**src/rtl/core/obl_pkg.sv**
```systemverilog
// ----------------------------------------------------------------------------
// obl_pkg
// Shared types, widths and the octant table of the line rasterizer.
// ----------------------------------------------------------------------------
`timescale 1ns / 1ps
`default_nettype none

package obl_pkg;

  localparam int COORD_BITS = 6;
  // decision term spans about +/- 2 * (2^COORD_BITS - 1)
  localparam int DEC_BITS = COORD_BITS + 3;
  localparam int CNT_BITS = COORD_BITS;

  localparam int IN_BITS     = 4 * COORD_BITS;
  localparam int IN_TDATA_W  = ((IN_BITS + 7) / 8) * 8;
  localparam int OUT_BITS    = 2 * COORD_BITS + 1 + 4;
  localparam int OUT_TDATA_W = ((OUT_BITS + 7) / 8) * 8;

  typedef logic signed [COORD_BITS-1:0] coord_t;
  typedef logic [CNT_BITS-1:0]          len_t;
  typedef logic signed [DEC_BITS-1:0]   dec_t;
  typedef logic [3:0]                   region_t;

  typedef enum logic [0:0] {
    ST_IDLE = 1'b0,
    ST_RUN  = 1'b1
  } state_t;

  typedef struct packed {
    logic load;  // capture a segment and set up the loop
    logic step;  // emit one item into the output register
  } obl_cmd_t;

  typedef struct packed {
    logic last;  // the next step emits the final item of the segment
  } obl_sts_t;

  localparam region_t REGION_NONE = 4'd0;

  // octant label indexed by {swap, mirror x, mirror y}
  function automatic region_t region_lookup(input logic swap, input logic fx,
                                            input logic fy);
    region_t r;
    case ({swap, fx, fy})
      3'b000:  r = 4'd1;
      3'b001:  r = 4'd8;
      3'b010:  r = 4'd4;
      3'b011:  r = 4'd5;
      3'b100:  r = 4'd2;
      3'b101:  r = 4'd3;
      3'b110:  r = 4'd7;
      3'b111:  r = 4'd6;
      default: r = REGION_NONE;
    endcase
    return r;
  endfunction

endpackage

`default_nettype wire

```
**src/rtl/core/obl_ctrl.sv**
```systemverilog
// ----------------------------------------------------------------------------
// obl_ctrl
// Sequencer: accepts a segment, then paces one step per free output slot.
// ----------------------------------------------------------------------------
`timescale 1ns / 1ps
`default_nettype none

module obl_ctrl
  import obl_pkg::*;
(
  input  wire logic     clk,
  input  wire logic     rst,
  input  wire logic     s_tvalid,
  output logic          s_tready,
  output logic          m_tvalid,
  input  wire logic     m_tready,
  output obl_cmd_t      cmd,
  input  wire obl_sts_t sts
);

  state_t state;
  state_t state_next;
  logic   m_tvalid_next;
  logic   slot_free;

  always_ff @(posedge clk) begin
    if (rst) begin
      state    <= ST_IDLE;
      m_tvalid <= 1'b0;
    end else begin
      state    <= state_next;
      m_tvalid <= m_tvalid_next;
    end
  end

  assign slot_free = !m_tvalid || m_tready;

  always_comb begin
    state_next = state;
    s_tready   = 1'b0;
    cmd.load   = 1'b0;
    cmd.step   = 1'b0;
    case (state)
      ST_IDLE: begin
        s_tready = 1'b1;
        if (s_tvalid) begin
          cmd.load   = 1'b1;
          state_next = ST_RUN;
        end
      end
      ST_RUN: begin
        cmd.step = slot_free;
        if (slot_free && sts.last) begin
          state_next = ST_IDLE;
        end
      end
      default: state_next = ST_IDLE;
    endcase
  end

  always_comb begin
    if (cmd.step) begin
      m_tvalid_next = 1'b1;
    end else if (m_tready) begin
      m_tvalid_next = 1'b0;
    end else begin
      m_tvalid_next = m_tvalid;
    end
  end

`ifndef SYNTHESIS
  a_load_step_excl: assert property (@(posedge clk) disable iff (rst)
    !(cmd.load && cmd.step))
    else $error("load and step in the same cycle");

  a_last_to_idle: assert property (@(posedge clk) disable iff (rst)
    cmd.step && sts.last |=> state == ST_IDLE)
    else $error("sequencer did not return to idle after the last item");

  a_valid_from_step: assert property (@(posedge clk) disable iff (rst)
    $rose(m_tvalid) |-> $past(cmd.step))
    else $error("output item appeared without a step");
`endif

endmodule

`default_nettype wire

```
**src/rtl/core/obl_datapath.sv**
```systemverilog
// ----------------------------------------------------------------------------
// obl_datapath
// Octant setup and the midpoint Bresenham step unit with its output register.
// ----------------------------------------------------------------------------
`timescale 1ns / 1ps
`default_nettype none

module obl_datapath
  import obl_pkg::*;
(
  input  wire logic                  clk,
  input  wire logic                  rst,
  input  wire logic [IN_TDATA_W-1:0] s_tdata,
  input  wire obl_cmd_t              cmd,
  output obl_sts_t                   sts,
  output coord_t                     pixel_x,
  output coord_t                     pixel_y,
  output logic                       step_diagonal,
  output region_t                    region_code,
  output logic                       pixel_valid,
  output logic                       last_pixel
);

  localparam int W = COORD_BITS;

  // setup, straight from the input item
  coord_t                sx, sy, ex, ey;
  logic signed [W:0]     dx, dy, adx_s, ady_s;
  len_t                  adx, ady, maj_in, min_in;
  logic                  swap_in, fx_in, fy_in, zero_in;
  dec_t                  two_min, two_maj;

  // loop state
  coord_t  cur_x, cur_y;
  len_t    major_len, cnt;
  dec_t    dec, inc_e, inc_ne;
  logic    swap, fx, fy, zero;
  region_t region;

  // one step
  logic   diag;
  coord_t maj_step, min_step, nx, ny;

  assign sx = s_tdata[W-1:0];
  assign sy = s_tdata[2*W-1:W];
  assign ex = s_tdata[3*W-1:2*W];
  assign ey = s_tdata[4*W-1:3*W];

  assign dx      = {ex[W-1], ex} - {sx[W-1], sx};
  assign dy      = {ey[W-1], ey} - {sy[W-1], sy};
  assign adx_s   = dx[W] ? -dx : dx;
  assign ady_s   = dy[W] ? -dy : dy;
  assign adx     = adx_s[W-1:0];
  assign ady     = ady_s[W-1:0];
  assign swap_in = ady > adx;
  assign fx_in   = swap_in ? dy[W] : dx[W];
  assign fy_in   = swap_in ? dx[W] : dy[W];
  assign maj_in  = swap_in ? ady : adx;
  assign min_in  = swap_in ? adx : ady;
  assign zero_in = (dx == '0) && (dy == '0);
  assign two_min = {2'b00, min_in, 1'b0};
  assign two_maj = {2'b00, maj_in, 1'b0};

  // a tie (decision zero) takes the diagonal step
  assign diag     = !dec[DEC_BITS-1];
  assign maj_step = fx ? {W{1'b1}} : coord_t'(1);
  assign min_step = fy ? {W{1'b1}} : coord_t'(1);

  always_comb begin
    nx = cur_x;
    ny = cur_y;
    if (swap) begin
      ny = cur_y + maj_step;
      if (diag) nx = cur_x + min_step;
    end else begin
      nx = cur_x + maj_step;
      if (diag) ny = cur_y + min_step;
    end
  end

  assign sts.last = zero || (cnt == major_len);

  always_ff @(posedge clk) begin
    if (cmd.load) begin
      cur_x     <= sx;
      cur_y     <= sy;
      major_len <= maj_in;
      cnt       <= len_t'(1);
      dec       <= two_min - {3'b000, maj_in};
      inc_e     <= two_min;
      inc_ne    <= two_min - two_maj;
      swap      <= swap_in;
      fx        <= fx_in;
      fy        <= fy_in;
      zero      <= zero_in;
      region    <= region_lookup(swap_in, fx_in, fy_in);
    end else if (cmd.step) begin
      cur_x <= nx;
      cur_y <= ny;
      cnt   <= cnt + len_t'(1);
      dec   <= dec + (diag ? inc_ne : inc_e);
    end
  end

  // output register; zero-length segment gives one empty item
  always_ff @(posedge clk) begin
    if (cmd.step) begin
      last_pixel <= sts.last;
      if (zero) begin
        pixel_x       <= '0;
        pixel_y       <= '0;
        step_diagonal <= 1'b0;
        region_code   <= REGION_NONE;
        pixel_valid   <= 1'b0;
      end else begin
        pixel_x       <= nx;
        pixel_y       <= ny;
        step_diagonal <= diag;
        region_code   <= region;
        pixel_valid   <= 1'b1;
      end
    end
  end

`ifndef SYNTHESIS
  a_cnt_in_range: assert property (@(posedge clk) disable iff (rst)
    cmd.step && !zero |-> (cnt != '0) && (cnt <= major_len))
    else $error("step counter outside the major-axis length");
`endif

endmodule

`default_nettype wire

```
**src/rtl/core/octant_bresenham_line_raster.sv**
```systemverilog
// ----------------------------------------------------------------------------
// octant_bresenham_line_raster
// Streaming line rasterizer: one segment in, one item per pixel out.
// ----------------------------------------------------------------------------
// A segment is taken while the block is idle; setup folds it into the first
// octant and labels the octant. A single step unit then walks the midpoint
// loop and places one pixel per cycle into the output register while the
// output slot is free, and the next segment is accepted right after the
// last item is registered. The start pixel is not emitted; the end pixel
// carries tlast.
`timescale 1ns / 1ps
`default_nettype none

module octant_bresenham_line_raster
  import obl_pkg::*;
(
  input  wire logic                   clk,
  input  wire logic                   rst,
  input  wire logic                   s_tvalid,
  output logic                        s_tready,
  // start_x, start_y, end_x, end_y
  input  wire logic [IN_TDATA_W-1:0]  s_tdata,
  output logic                        m_tvalid,
  input  wire logic                   m_tready,
  // pixel_x, pixel_y, step_diagonal, region_code
  output logic [OUT_TDATA_W-1:0]      m_tdata,
  // pixel_valid
  output logic                        m_tuser,
  output logic                        m_tlast
);

  obl_cmd_t cmd;
  obl_sts_t sts;
  coord_t   pixel_x, pixel_y;
  logic     step_diagonal;
  region_t  region_code;

  obl_ctrl u_ctrl (
    .clk      (clk),
    .rst      (rst),
    .s_tvalid (s_tvalid),
    .s_tready (s_tready),
    .m_tvalid (m_tvalid),
    .m_tready (m_tready),
    .cmd      (cmd),
    .sts      (sts)
  );

  obl_datapath u_dp (
    .clk           (clk),
    .rst           (rst),
    .s_tdata       (s_tdata),
    .cmd           (cmd),
    .sts           (sts),
    .pixel_x       (pixel_x),
    .pixel_y       (pixel_y),
    .step_diagonal (step_diagonal),
    .region_code   (region_code),
    .pixel_valid   (m_tuser),
    .last_pixel    (m_tlast)
  );

  assign m_tdata = OUT_TDATA_W'({region_code, step_diagonal, pixel_y, pixel_x});

endmodule

`default_nettype wire

```
**config.mk**
```make
export PLATFORM = sky130hd
export DESIGN_NAME = octant_bresenham_line_raster
export DESIGN_NICKNAME = d
export VERILOG_FILES = /design/src/rtl/core/obl_pkg.sv /design/src/rtl/core/obl_ctrl.sv /design/src/rtl/core/obl_datapath.sv /design/src/rtl/core/octant_bresenham_line_raster.sv
export SDC_FILE = /design/constraint.sdc
export NUM_CORES = 1
export LEC_CHECK = 0
export BUFFER_PORTS_ARGS = -buffer_cell sky130_fd_sc_hd__buf_2
export CAP_MARGIN = 40
export CORE_ASPECT_RATIO = 1.5
export CORE_MARGIN = 3
export CORE_UTILIZATION = 40
export CTS_BUF_LIST = sky130_fd_sc_hd__clkbuf_8 sky130_fd_sc_hd__clkbuf_16
export CTS_CLUSTER_DIAMETER = 150
export DETAILED_ROUTE_END_ITERATION = 10
export PLACE_DENSITY_LB_ADDON = 0.1
export SLEW_MARGIN = 0
export SYNTH_ARGS = -nofsm -noshare
export SYNTH_HDL_FRONTEND = slang
export SYNTH_SLANG_ARGS = --single-unit
```
**constraint.sdc**
```tcl
create_clock -name clk -period 8.5 [get_ports clk]
set_input_delay 1.7 -clock clk [delete_from_list [all_inputs] [get_ports clk]]
set_output_delay 1.7 -clock clk [all_outputs]
set_load 0.01 [all_outputs]
```
======== Word-level counts from Yosys, hierarchy flattened ========
Memories as Yosys holds them, arrays and structs flattened. A register that Yosys moved wholly into a read port is not among the register bits.
Index checks and enable logic that the tools add are counted.
word-level totals
  bits of input ports ..................... 28
  register bits ........................... 73
  memory bits (read-only) ................. 32
  logic and storage cells ................. 73
  output and inout port bits .............. 28
  memories ................................ 1
cells by class
  eq/ne operators ......................... 1
  magnitude comparators ................... 1
  muxes and demuxes ....................... 28
  reductions and logical operators ........ 10
  bitwise operators ....................... 1
  $add $sub $neg .......................... 12
memory list
  memory            depth  bits a word  read ports  clocked after Yosys merged registers in  write ports  line           source
  (name not given)  8      4            1           1                                        0            obl_pkg.sv:45  case ({swap, fx, fy})
operator list
  kind                 number
  $mux 6               14
  $mux 9               3
  $add 6x6->6          4
  $logic_not 7->1      2
  $sub 6x6->7          2
  $neg 6->6            2
  $mux 1               10
  $add 9x9->9          1
  $sub 7x6->8          1
  $sub 7x7->8          1
  $add 6x1->6 const B  1
  $eq 6x6->1           1
  $gt 6x6->1           1
  $reduce_bool 2->1    2
  $logic_and 1x1->1    2
  $logic_not 1->1      2
  $logic_or 1x1->1     2
  $pmux 1 s2           1
  $not 1->1            1

======== Depth between registers and ports, before layout ========
Gate-level depths: netlist of run 1.
  depth after elaboration ................. 7
  mapped depth ............................ 30
  mapped depth without buffers ............ 28

======== Modules after synthesis ========
A second synthesis of run 1 with hierarchy kept.
second synthesis, totals
  cell total of the unflattened synthesis .. 599
  area, all modules ....................... 5665.4 um^2
modules (own cells, without submodules)
  module                        seq. area each (um^2)  cells each  instances  area each (um^2)
  obl_datapath                  2042.0                 580         1          5504.0
  obl_ctrl                      40.0                   10          1          97.6
  octant_bresenham_line_raster  0.0                    9           1          63.8

======== Least setup slack after synthesis of run 1 ========
OpenSTA, ideal clock, no wires.
  path type ............................... in2reg
  from .................................... input port s_tdata[18]
  to ...................................... register u_dp.dec[6], data pin
  data arrival time ....................... 6363 ps
  data required time ...................... 8192 ps
  cell stages on the path ................. 27
  setup slack ............................. 1828 ps
  buffers on the path ..................... 2
  setup time .............................. 308 ps
  cells stage by stage .................... inv_1 ha_1 fa_1 nand2b_1 a21oi_1 a31o_2 nor2_1 a21oi_1 ha_1 nor2b_1 o21a_1 o21ai_0 a21oi_1 nor4b_1 or2_1 buf_4 nor2_8 clkbuf_1 a21oi_1 fa_1 a21oi_1 nor2_1 nor2_1 o21bai_1 a21oi_1 xnor2_1 a21oi_1
between the ends
  word-level cells in the longest chain between the ends .. 7
  elaborated cells between the ends (all ways) .. 8
  classes of those cells .................. add/sub: 3; order compare: 1; mux: 4
RTL lines
  what                  line                                source
  start, declared       octant_bresenham_line_raster.sv:22  input wire logic [IN_TDATA_W-1:0] s_tdata,
  $sub 6x6->7 *         obl_datapath.sv:50                  assign dy = {ey[W-1], ey} - {sy[W-1], sy};
  $neg 6->6             obl_datapath.sv:52                  assign ady_s = dy[W] ? -dy : dy;
  $mux 6 *              obl_datapath.sv:52
  $gt 6x6->1            obl_datapath.sv:55                  assign swap_in = ady > adx;
  $mux 6 *              obl_datapath.sv:59                  assign min_in = swap_in ? adx : ady;
  via u_dp.min_in[0]    obl_datapath.sv:29                  len_t adx, ady, maj_in, min_in;
  $sub 7x6->8 *         obl_datapath.sv:89                  dec <= two_min - {3'b000, maj_in};
  $mux 9 *              obl_datapath.sv:84                  if (cmd.load) begin
  end signal, assigned  obl_datapath.sv:89
  end signal, assigned  obl_datapath.sv:101                 dec <= dec + (diag ? inc_ne : inc_e);
  end, declared         obl_datapath.sv:36                  dec_t dec, inc_e, inc_ne;
The timed path passes the listed nets; every way through them passes the cells marked *.
A chain may end at the register's enable or synchronous reset.

======== Worst setup path in the final report of run 1 ========
  from .................................... input port s_tdata[6]
  to ...................................... register u_dp.dec[6], data pin
between the ends
  word-level cells in the longest chain between the ends .. 7
  elaborated cells between the ends (all ways) .. 8
  classes of those cells .................. add/sub: 3; order compare: 1; mux: 4
RTL lines
  what                              line
  $sub 6x6->7 *                     obl_datapath.sv:50
  $neg 6->6                         obl_datapath.sv:52
  $mux 6 *                          obl_datapath.sv:52
  $gt 6x6->1                        obl_datapath.sv:55
  $mux 6, on equally long branches  obl_datapath.sv:59, obl_datapath.sv:58
  $sub 7x6->8 *                     obl_datapath.sv:89
  $mux 9 *                          obl_datapath.sv:84
Every way passes the cells marked *; elsewhere a longest branch is shown, timed or not.

==> flow_metrics.tcl, run 1 <==
set metrics [dict create \
    multi_input_area_um2 3090 \
    outcome "finished clean" \
    required_ns 8.57 \
    wl_um 13000 \
    track_usage_pct 18.4 \
    path_delay_family "compound AO/OA/AOI/OAI gates" \
    layout.nets 715 \
    cp-end-kind "flip-flop" \
    peakVddDrop_mv 0.150 \
    synthCells 584 \
    cts.sinks 72 \
    avgSynthCellArea_um2 9.41 \
    ios 56 \
    drc 0 \
    crit_buf_inv 2 \
    layout.cells.non_filler 794 \
    grt_antenna_before_repair 0 \
    drive_gt1_share_pct 13.2 \
    grt_overflow 0 \
    rows 51 \
    port_buffers 48 \
    ctsRootBufferMaster "clkbuf_16" \
    slew_violations 0 \
    worstPathArrival_ns 7.16 \
    postCtsSetupRepairBufs 0 \
    hold_depth 2 \
    ys_seq_area_share_pct 37.9 \
    syn_area_um2 5500 \
    place_ws_ns 1.09 \
    slew_headroom_pct 42.4 \
    num_vias 4263 \
    grt_pass1_vias 4434 \
    routedWlPerCell_um 16.4 \
    p_leak_nw 2.69 \
    finalHoldViolCount 0 \
    rrSetupSlack_ns 5.54 \
    r2r_start "u_dp.dec[8]" \
    cts_hold_buf 0 \
    power.density_nw_per_um2 401 \
    grt_max_degree 41 \
    core_area_um2 13200 \
    finalCritPeriodShare_pct 83.4 \
    crit_top_cell "a21oi_1" \
    start_kind "input port" \
    fp.dieW_um 102 \
    drv_cap 0 \
    grt_pass1_wl_um 21800 \
    ys_async_sr_fraction_pct 0 \
    gp_congestion 0.912 \
    clock_skew_ns 0.0106 \
    cts.path.max_buffers 2 \
    path_clk_slew_ns 0.06 \
    setup_viol 0 \
    layout_setup_ws_ns 1.41 \
    ys.flop_type "edfxtp_1" \
    p_total_mw 2.49 \
    post-dp-hpwl_um 10300 \
    fill_cells 1250 \
    dieArea_um2 15200 \
    crit_type "input port to flip-flop" \
    hold_end "u_dp.cnt[5]" \
    cts_repair_resize_count 0 \
    r2r_cells 10 \
    worst_pin_slew_ns 0.858 \
    reg2reg_to "u_dp.dec[8]" \
    hp-start "u_dp.cnt[5]" \
    cp_slowest_cell "xnor2_1" \
    critPathMaxFanout 14 \
    ant_nets 0 \
    diodes 0 \
    synthDistinctLibCells 62 \
    via_per_inst 5.37 \
    tritoncts "done" \
    clkLatencyLatePin_ns 0.34 \
    dp.cells 778 \
    fmax_ghz 0.141 \
    htree_levels 3 \
    synth_edf_count 64 \
    die_h_um 150 \
    area_delta_synth_final_pct 12.8 \
    critPathMaxStageDelay_ns 0.40 \
    rsz0062_at_grt "no" \
    period_needed_ns 7.09 \
    numCtsBuffers 9 \
    hp-class "flip-flop to flip-flop" \
    drt_iter0_drc 182 \
    regArea_um2 2080 \
    ys_ff_latch 72 \
    fin_tns_setup_ns 0 \
    dr.pass1.iters 4 \
    start_util_pct 41.6 \
    ys_warn_count 0 \
]
## where the power goes
part | total (mW) | internal [mW] | switching (mW) | leakage [nW]
clock network | 0.411 | 0.264 | 0.147 | 0.166
registers | 0.646 | 0.571 | 0.0753 | 0.682
logic | 1.43 | 0.613 | 0.819 | 1.84
total | 2.49 | 1.45 | 1.04 | 2.69
## registers in the layout, indices dropped and copies added, names as in the netlist
signal	flops
u_ctrl.m_tvalid	1
u_ctrl.state	1
u_dp.cnt	6
u_dp.cur_x	6
u_dp.cur_y	6
u_dp.dec	8
u_dp.fy	1
u_dp.inc_e	6
u_dp.inc_ne	7
u_dp.last_pixel	1
u_dp.major_len	6
u_dp.pixel_valid	1
u_dp.pixel_x	6
u_dp.pixel_y	6
u_dp.region	4
u_dp.region_code	4
u_dp.step_diagonal	1
u_dp.zero	1
## cells in the final DEF, fill, tap and decap left out, drive strengths merged, types with 7 or more instances in the layout
master	instances
edfxtp	64
nor2	60
inv	60
buf	54
a21oi	51
ha	49
nand2	43
xnor2	34
o21ai	31
xor2	20
a21o	12
o21bai	10
nor3	10
clkbuf	10
fa	8
dfxtp	8
nor2b	7
conb	7
## cells in the mapped netlist (all sizes together) (3+ instances only)
master	count	area, µm²
edfxtp	64	1920
nor2	60	241
inv	58	218
a21oi	51	255
ha	49	613
nand2	43	161
xnor2	34	298
o21ai	31	159
xor2	20	175
buf	13	82.6
a21o	12	90.1
clkbuf	12	46.3
nor3	10	55.1
o21bai	10	75.1
dfxtp	8	160
fa	8	160
nor2b	7	43.8
mux2	6	67.6
mux2i	6	60.1
nand2b	6	37.5
nand3	6	30.0
nand4	6	37.5
and2	5	31.3
o21a	5	37.5
a211oi	4	30.0
a31oi	4	25.0
o211ai	4	30.0
o311ai	4	50.1
o31ai	4	30.0
or3	4	25.0
and3	3	18.8
nor3b	3	22.5
## cell families (layout without fill, tap and decap cells)
| group | Yosys count | in the layout | share of synthesized area, % |
|---|---|---|---|
| simple gates | 161 | 161 | 13.9 |
| compound gates | 144 | 144 | 16.8 |
| buf+inv | 83 | 128 | 6.30 |
| flops | 72 | 72 | 37.9 |
| fa+ha+maj | 57 | 57 | 14.1 |
| xor+xnor | 54 | 54 | 8.60 |
| mux | 12 | 12 | 2.32 |
| other cells | 1 | 7 | 0.0682 |
## worst max-delay path by stage
| stage | from | end | cells past startpoint |
|---|---|---|---|
| 4_1_cts | s_tdata[12] | u_dp.dec[6] | 29 |
| 2_1_floorplan | s_tdata[18] | u_dp.dec[6] | 27 |
| 6_report | s_tdata[6] | u_dp.dec[6] | 26 |
| 5_1_grt | s_tdata[6] | u_dp.dec[6] | 26 |
| 3_5_place_dp | s_tdata[6] | u_dp.dec[6] | 26 |
| 3_3_place_gp | s_tdata[12] | u_dp.dec[6] | 29 |
## worst reg2reg max path: stages (launching register included)
cell and delay, ns:
edfxtp_1 0.61, buf_4 0.34, mux2_2 0.38, ha_1 0.32, a21oi_1 0.24, o21bai_1 0.10
a21oi_1 0.23, o21bai_1 0.09, a21oi_1 0.19, xnor2_1 0.13, o21ai_0 0.08
## final cells by class
cell class,instances,share of cell area [%]
Timing Repair Buffer,54,4.60
Inverter,58,3.51
Sequential cell,72,33.6
Tap cell,159,3.21
Multi-Input combinational cell,435,49.9
Clock inverter,6,1.37
Clock buffer,10,3.85
## stage by stage
stage | area (µm²) | util, % | hold slack (ns)
detailed placement | 5880 | 44.5 | 0.490
floorplan | 5520 | - | 0.470
global placement | 5880 | 44.5 | 0.484
finish | 6200 | 46.9 | 0.497
CTS | 6200 | 46.9 | 0.498
global route | 6200 | 46.9 | 0.552
## per-layer routing
metal  global-route usage [%]  part of all wire, %
met1                     21.4                   43
met2                     33.4                   52
met3                     3.17                  2.8
met4                     6.59                  2.4
met5                        0                    0
(Power assumes the default switching activity.)
==> inputs of run 2 (changes only) <==
==> constraint.sdc (replaced) <==
create_clock -name clk -period 7.4 [get_ports clk]
set_input_delay 1.48 -clock clk [delete_from_list [all_inputs] [get_ports clk]]
set_output_delay 1.48 -clock clk [all_outputs]
set_load 0.01 [all_outputs]
==> flow_metrics.tcl, run 2 (synthesis gave the netlist of run 1 again) <==
set metrics [dict create \
    outcome "finished clean" \
    dr.pass1.iters 5 \
    num_vias 4346 \
    slew_violations 0 \
    place_area_um2 5910 \
    worstPathArrival_ns 6.91 \
    setup_viol 0 \
    largest_reg_flops 8 \
    area_delta_synth_final_pct 13.3 \
    critPathMaxFanout 14 \
    port_buffers 48 \
    dieArea_um2 15200 \
    top_regs "u_dp.dec: 8 flops, u_dp.inc_ne: 7 flops" \
    fmax_ghz 0.146 \
    tritoncts "done" \
    p_leak_nw 2.71 \
    final_cell_mix "edfxtp_1, nor2_1, inv_1, a21oi_1, ha_1" \
    fp.dieW_um 102 \
    die_h_um 150 \
    drt_iter0_drc 171 \
    core_area_um2 13200 \
    start_kind "input port" \
    layout.nets 720 \
    drive_gt1_share_pct 13.9 \
    gp_congestion 0.908 \
    finalCritPeriodShare_pct 92.5 \
    peakVddDrop_mv 0.194 \
    cts.path.max_buffers 2 \
    wl_um 13100 \
    track_usage_pct 18.5 \
    hold_slack_ns 0.510 \
    start_util_pct 41.6 \
    slew_headroom_pct 53.4 \
    period_needed_ns 6.84 \
    drc 0 \
    hp-class "flip-flop to flip-flop" \
    cp-end-kind "flip-flop" \
    rows 51 \
    design_area_um2 6230 \
    worst_pin_slew_ns 0.699 \
    post-dp-hpwl_um 10400 \
    grt_pass1_wl_um 21900 \
    cts_hold_buf 0 \
    ant_nets 0 \
    rsz0062_at_grt "no" \
    crit_type "input port to flip-flop" \
    finalHoldViolCount 0 \
    final_common_cell "edfxtp_1" \
    drv_cap 0 \
    power.density_nw_per_um2 458 \
    routedWlPerCell_um 16.4 \
    cts_repair_resize_count 0 \
    grt_overflow 0 \
    grt_pass1_vias 4449 \
    path_clk_slew_ns 0.06 \
    diodes 0 \
    ios 56 \
    regMostFlops "u_dp.dec" \
    grt_antenna_before_repair 0 \
    fill_cells 1266 \
    cts.sinks 72 \
    via_per_inst 5.44 \
    numCtsBuffers 9 \
    postCtsSetupRepairBufs 0 \
    clkLatencyLatePin_ns 0.33 \
    grt_max_degree 41 \
    htree_levels 3 \
    fin_tns_setup_ns 0 \
    required_ns 7.47 \
    ctsRootBufferMaster "clkbuf_16" \
    clock_skew_ns 0.00673 \
]
-- run 2: layer usage --
layer | wire (µm) | part of all wire [%] | up-vias | GRT usage (%)
met5 | 0 | 0 | - | 0
met4 | 422 | 3.2 | 0 | 7.98
met3 | 526 | 4.0 | 29 | 2.80
met2 | 6780 | 52 | 123 | 32.8
met1 | 5410 | 41 | 2043 | 21.8
li1 | - | - | 2151 | -
-- run 2: worst paths after layout --
| kind | end | from | cells after the start | slack, ns |
|---|---|---|---|---|
| max | u_dp.dec[6] | s_tdata[6] | 26 | 0.56 |
| min reg2reg | u_ctrl.m_tvalid | u_ctrl.state | 2 | 0.51 |
| max reg2reg | u_dp.dec[8] | u_dp.dec[8] | 10 | 4.42 |
| min | u_ctrl.m_tvalid | u_ctrl.state | 2 | 0.51 |
-- run 2: critical path, cell delays in order --
cell	delay (ns)
buf_2	0.11
ha_1	0.22
fa_1	0.39
nand2b_1	0.16
a21oi_1	0.26
a31o_2	0.28
nor2_1	0.07
xnor2_1	0.41
ha_1	0.37
nand2_1	0.11
o22ai_1	0.09
a21oi_1	0.34
nor4b_1	0.36
or2_1	0.40
nor2_8	0.12
inv_2	0.21
nand2_1	0.08
o21a_1	0.16
fa_1	0.44
a21oi_1	0.15
nor2_1	0.06
nor2_1	0.15
o21bai_1	0.09
a21oi_1	0.18
xnor2_1	0.15
a21oi_1	0.08
-- run 2: power by group --
group | total (mW) | switching, mW | internal (mW) | leakage [nW]
clock | 0.449 | 0.166 | 0.283 | 0.164
combinational | 1.67 | 0.954 | 0.712 | 1.86
sequential | 0.740 | 0.0847 | 0.656 | 0.682
-- run 2: metrics by stage --
stage,worst slack (ns),power (mW),util (%),cells
final,0.559,2.86,47.2,799
after floorplan,0.948,2.03,-,590
after detailed placement,0.233,2.41,44.8,783
after global placement,0.432,2.38,44.7,782
after CTS,0.573,2.88,47.2,799
after global routing,0.0723,3.13,47.2,799
-- run 2: final cells by class --
cell class | count | area [µm²] | area share (%)
multi-input cells | 435 | 3090 | 49.6
inverters | 58 | 218 | 3.50
clock inverters | 3 | 12.5 | 0.201
well taps | 159 | 199 | 3.19
flip-flops and latches | 72 | 2080 | 33.4
clock buffers | 13 | 303 | 4.86
repair buffers | 59 | 323 | 5.18
